<file path="config.mk">
export PLATFORM = sky130hd
export DESIGN_NAME = lz10_obuf
export DESIGN_NICKNAME = d
export VERILOG_FILES = /design/src/design/lz10_pkg.sv /design/src/design/lz10_obuf.sv
export SDC_FILE = /design/constraint.sdc
export NUM_CORES = 1
export LEC_CHECK = 0
export BUFFER_PORTS_ARGS = -buffer_cell sky130_fd_sc_hd__buf_4
export CORE_AREA = 2 2 39 41
export CTS_CLUSTER_SIZE = 16
export DETAILED_ROUTE_END_ITERATION = 10
export DIE_AREA = 0 0 41 43
export HOLD_SLACK_MARGIN = 0.06
export PLACE_DENSITY = 0.69
export SLEW_MARGIN = 30
export SYNTH_ARGS = -nofsm -noshare
export SYNTH_HDL_FRONTEND = slang
export SYNTH_SLANG_ARGS = --single-unit
</file>
<file path="constraint.sdc">
create_clock -name i_clk -period 1.3 [get_ports i_clk]
set_clock_uncertainty 0.05 [all_clocks]
set_input_delay 0.13 -clock i_clk [delete_from_list [all_inputs] [get_ports i_clk]]
set_output_delay 0.13 -clock i_clk [all_outputs]
set_load 0.1 [all_outputs]
</file>
<file path="src/design/lz10_pkg.sv">
// Shared types and constants for the LZ10 decoder.
package lz10_pkg;

    localparam int WINDOW_DEPTH = 4096;
    localparam int BYTE_W       = 8;
    localparam int OUT_LEN_W    = 24;
    localparam int LEN_W        = 5;
    localparam int DIST_W       = 13;
    localparam int FLAG_CNT_W   = 4;
    localparam int LEN_BIAS     = 3;
    localparam int FLAG_TOKENS  = 8;

    typedef struct packed {
        logic [BYTE_W-1:0] out_byte;
        logic              last_of_run;
        logic              stream_done;
        logic              bad_reference;
    } t_result;

endpackage

</file>
<file path="src/design/lz10_obuf.sv">
// Output register between the decode core and the result stream.
module lz10_obuf (
    input  logic              i_clk,
    input  logic              i_rst_n,
    input  logic              i_push_valid,
    output logic              o_push_ready,
    input  lz10_pkg::t_result i_push_data,
    output logic              o_valid,
    input  logic              i_ready,
    output lz10_pkg::t_result o_data
);

    logic              r_valid;
    lz10_pkg::t_result r_data;

    // Slot frees up in the same cycle its content transfers
    assign o_push_ready = !r_valid || i_ready;

    always_ff @(posedge i_clk) begin
        if (!i_rst_n) begin
            r_valid <= 1'b0;
        end else if (o_push_ready) begin
            r_valid <= i_push_valid;
        end
    end

    always_ff @(posedge i_clk) begin
        if (o_push_ready && i_push_valid) begin
            r_data <= i_push_data;
        end
    end

    assign o_valid = r_valid;
    assign o_data  = r_data;

endmodule

</file>
# Word level (Yosys, flattened, before mapping)
# Cells that the tools add are included.
# op_classes
reduce_logical	3
# ops
op	count
1-bit logical AND	1
1-bit zero test	1
1-bit logical OR	1
# word_totals
elab_cells	8
regBits	12
output_inout_bits	13
in_bits	15

# Logic depth before layout (Yosys ltp)
# logic_depth
depth_word	3
mapped_depth	2
ltp_nobuf	2

# Least setup slack after synthesis
# No wires, ideal clock.
# synth_timing
kind	reg2reg
from	reg r_valid, in the netlist o_valid
to	reg r_data, in the netlist o_data[0] (enable)
n_path_buf	0
setup_ns	0.253
path_stages_with_launch	3
synth_period_minus_slack_ns	1.984
required_time_ns	0.997
path_slack_ns	-0.684
t_arrival_ns	1.681
path_cell_list	dfxtp_1 nand2b_4 and2_4
# synth_via
elab_chain_cells	3
# synth_rtl
item	line	text
from (decl)	lz10_obuf.sv:13	logic r_valid;
from (signal assigned)	lz10_obuf.sv:23	r_valid <= i_push_valid;
1-bit zero test	lz10_obuf.sv:17	assign o_push_ready = !r_valid || i_ready;
1-bit logical OR	lz10_obuf.sv:17	
net o_push_ready	lz10_obuf.sv:6	output logic o_push_ready,
1-bit logical AND	lz10_obuf.sv:28	if (o_push_ready && i_push_valid) begin
to (signal assigned)	lz10_obuf.sv:29	r_data <= i_push_data;
to (decl)	lz10_obuf.sv:14	lz10_pkg::t_result r_data;
# The timed path passes the listed nets, and every way through them passes these cells.
# A chain may end at the register's enable or synchronous reset.

# Worst setup path in the final report
# layout_timing
from	reg r_valid, in the netlist o_valid
to	out o_push_ready
# layout_via
elab_chain_cells	2
# layout_rtl
item	line
1-bit zero test	lz10_obuf.sv:17
1-bit logical OR	lz10_obuf.sv:17
to (decl)	lz10_obuf.sv:6
# Every way passes these cells.

==> flow_results.org <==
** Timing
- WHS :: 0.0637 ns
- Peak clock frequency supported by timing :: 876 MHz
- Number of hold violations in the final report :: 0
- At the pin with the least slew margin, the transition time is 0.281 ns.
- Max-slew headroom at the worst pin :: 81.4%
- Tcrit/Tclk final :: 87.8%
- Final count of pins violating max slew :: 0
- Final count of negative-setup-slack endpoints :: 0
- Unrepaired setup endpoints after global routing :: no
- Setup slack after layout :: 0.158 ns
- The clock period could shrink to 1.14 ns.

** Place
- Placement-stage worst setup slack :: 0.316 ns
- The placed instances occupy a cell area of 614 um2.
- Routability-driven placement finished with a final weighted congestion of 0.570.
- Buffers on Ports :: 27

** Detailed routing
- In the final routed layout, each cell accounts on average for 10.5 um.
- The routed layout has 292 vias.
- The detailed router finished its first iteration with 2 violations.
- Average via count per standard cell :: 3.95
- In this run the remaining antenna-violating nets after routing total 0.
- After detailed routing, the total wire length is 779 um.
- In the routed design, unresolved DRC markers number 0.
- First-pass detailed-route iteration total :: 2

** Clock network
- Clock net sink count :: 12
- After clock tree synthesis, the flow added hold-fix buffers numbering 11.
- At the later pin of the worst-skew pair, clock insertion delay measures 0.25 ns.
- Once the clock tree was built, the resizer swapped 0 gates to a different size.
- TritonCTS built the clock tree.
- Total CTS buffers :: 3
- In this run the post-CTS setup repair buffer count came out at 0.
- Clock Path Buffers :: 2
- The cell sitting at the root of the clock tree is a clkbuf_4.
- Clock-pin slew was measured on the worst setup and hold paths at 0.07 ns.
- In this run the number of H-tree levels came out at 1.

** Layout
- Net count, final :: 74
- Post-route design area :: 751 um2
- Cells with a size suffix above 1 make up 58.6% of the layout.
- Filler Cells Inserted :: 125
- Area growth from synthesis to layout :: 93.5%
- Antenna fix cells :: 0
- Most frequent standard cell in the layout excluding fill and tap cells :: buf_4
- Most frequent cells in the layout :: buf_4, dlygate4sd3_1, edfxtp_1

** GRT
- Entering global routing, the biggest net connects 12 pins.
- Vias in the first global route :: 307
- Remaining global-route overflow :: 0
- Global routing used 9.46% of the available tracks.
- Global-route wire length before repair :: 1.07 mm
- The number of antenna violations at the first check in global routing was 0.

** Synthesis
- Synthesis-stage register bit count :: 12
- After synthesis, the netlist uses 6 different library cells.
- Top area cells in the synthesized netlist :: edfxtp_1, dfxtp_1, nand2b_4
- When the netlist entered floorplanning its net count stood at 31.
- Syn avg cell area :: 24.2 um2
- Cell area after synthesis :: 388 um2
- Summed over its instances, the top area cell type makes up 85.2% of the synthesized netlist area.
- Of the synthesized area, sequential elements account for 90.3%.
- Counting every instance in the synthesized netlist gives 16.
- Number of warnings printed during yosys synthesis :: 0
- Library cell occupying the most area in the post-synthesis netlist :: edfxtp_1

** Job
- Number of violations of the max-capacitance limit :: 0

** Setup path
- The most critical setup path has its endpoint at o_push_ready.
- CP Class :: reg -> out
- Arr. time, crit path :: 0.96 ns
- Capture point of the worst reg-to-reg path :: o_data[2]
- The worst setup path is launched from a flop.
- Measured in cells, the most critical reg-to-reg path has a length of 2.
- Critical Path Fanout Max :: 3
- STA puts the critical path data required time at 1.12 ns.
- Launch point of the critical path :: o_valid
- R2R Setup Slk :: 0.32 ns
- Type of element capturing the critical path :: output port
- In this run the critical register-to-register path is launched from o_valid.

** Floorplan
- Top-level I/O count :: 28
- The die covers 0.00176 mm2.
- In this run the horizontal extent of the chip is 41 um.
- The core region is 0.00138 mm2.
- Floorplan die height :: 43 um
- After floorplanning, the core was divided into 14 placement rows.
- Initial Util :: 28.0%

** Pwr
- In this run the static leakage power is 0.000326 uW.
- Power spread over the standard cell area amounts to 1280 mW/mm2.
- VDD IR-drop max :: 0.000606 V

** Min path
- Startpoint of the lowest-slack hold path :: i_rst_n
- Min-Delay Path Class :: in -> reg

** Status
- The run finished with clean final reports.
-- how the worst min path moves through the flow --
| stage | slack (ns) | cells after the start | end |
|---|---|---|---|
| 2_1_floorplan | 0.18 | 0 | o_data[0] |
| 3_3_place_gp | 0.26 | 1 | o_data[6] |
| 5_1_grt | 0.07 | 2 | o_valid |
| 6_report | 0.06 | 2 | o_valid |
| 3_5_place_dp | 0.26 | 1 | o_data[3] |
| 4_1_cts | 0.07 | 2 | o_valid |
-- state kept, by name (all words and copies together) (netlist names) --
register / flops
o_data: 11
o_valid: 1
-- cell families after synthesis --
| kind of cell | share of synthesized area (%) |
|---|---|
| DFF | 90.3 |
| and+or+nand+nor | 5.81 |
| AOI/OAI and AO/OA | 2.90 |
| buffers and inverters | 0.967 |
-- layer usage --
layer	share of wire (%)	routed length, um	global-route usage (%)	up-vias
met5	0	0	0	-
met4	0	0	4.00	0
met3	10	79	3.14	0
met2	53	415	18.8	22
met1	36	283	6.94	126
li1	-	-	-	144
-- cell usage after synthesis --
library cell	n
edfxtp_1	11
a21boi_2	1
and2_4	1
dfxtp_1	1
inv_1	1
nand2b_4	1
-- final cells by class --
| class | count | area [um2] | share of cell area (%) |
|---|---|---|---|
| repair buffers | 38 | 313 | 41.7 |
| inverters | 1 | 3.75 | 0.500 |
| clock buffers | 4 | 26.3 | 3.50 |
| flip-flops and latches | 12 | 354 | 47.2 |
| multi-input cells | 3 | 33.8 | 4.50 |
| well taps | 16 | 20.0 | 2.67 |
-- stage by stage --
stage / TNS [ns] / utilization, % / cells / power (uW)
final: 0 / 54.2 / 74 / 960
after global routing: 0 / 54.2 / 74 / 992
after CTS: 0 / 54.2 / 74 / 967
after detailed placement: 0 / 44.4 / 59 / 719
after global placement: 0 / 44.4 / 59 / 716
after floorplan: -0.855 / - / 16 / 648
-- report_power, final --
group | leakage, uW | switching (uW) | total, uW | internal [uW]
Combinational | 0.000196 | 197 | 280 | 82.8
Sequential | 0.000115 | 7.23 | 454 | 447
Clock | 0.0000150 | 107 | 226 | 118
-- critical path: stages, from the launching register on --
cell      delay (ns)
dfxtp_4         0.35
nand2b_4        0.07
buf_4           0.28
Note: power is estimated with default switching activity, not from simulation.
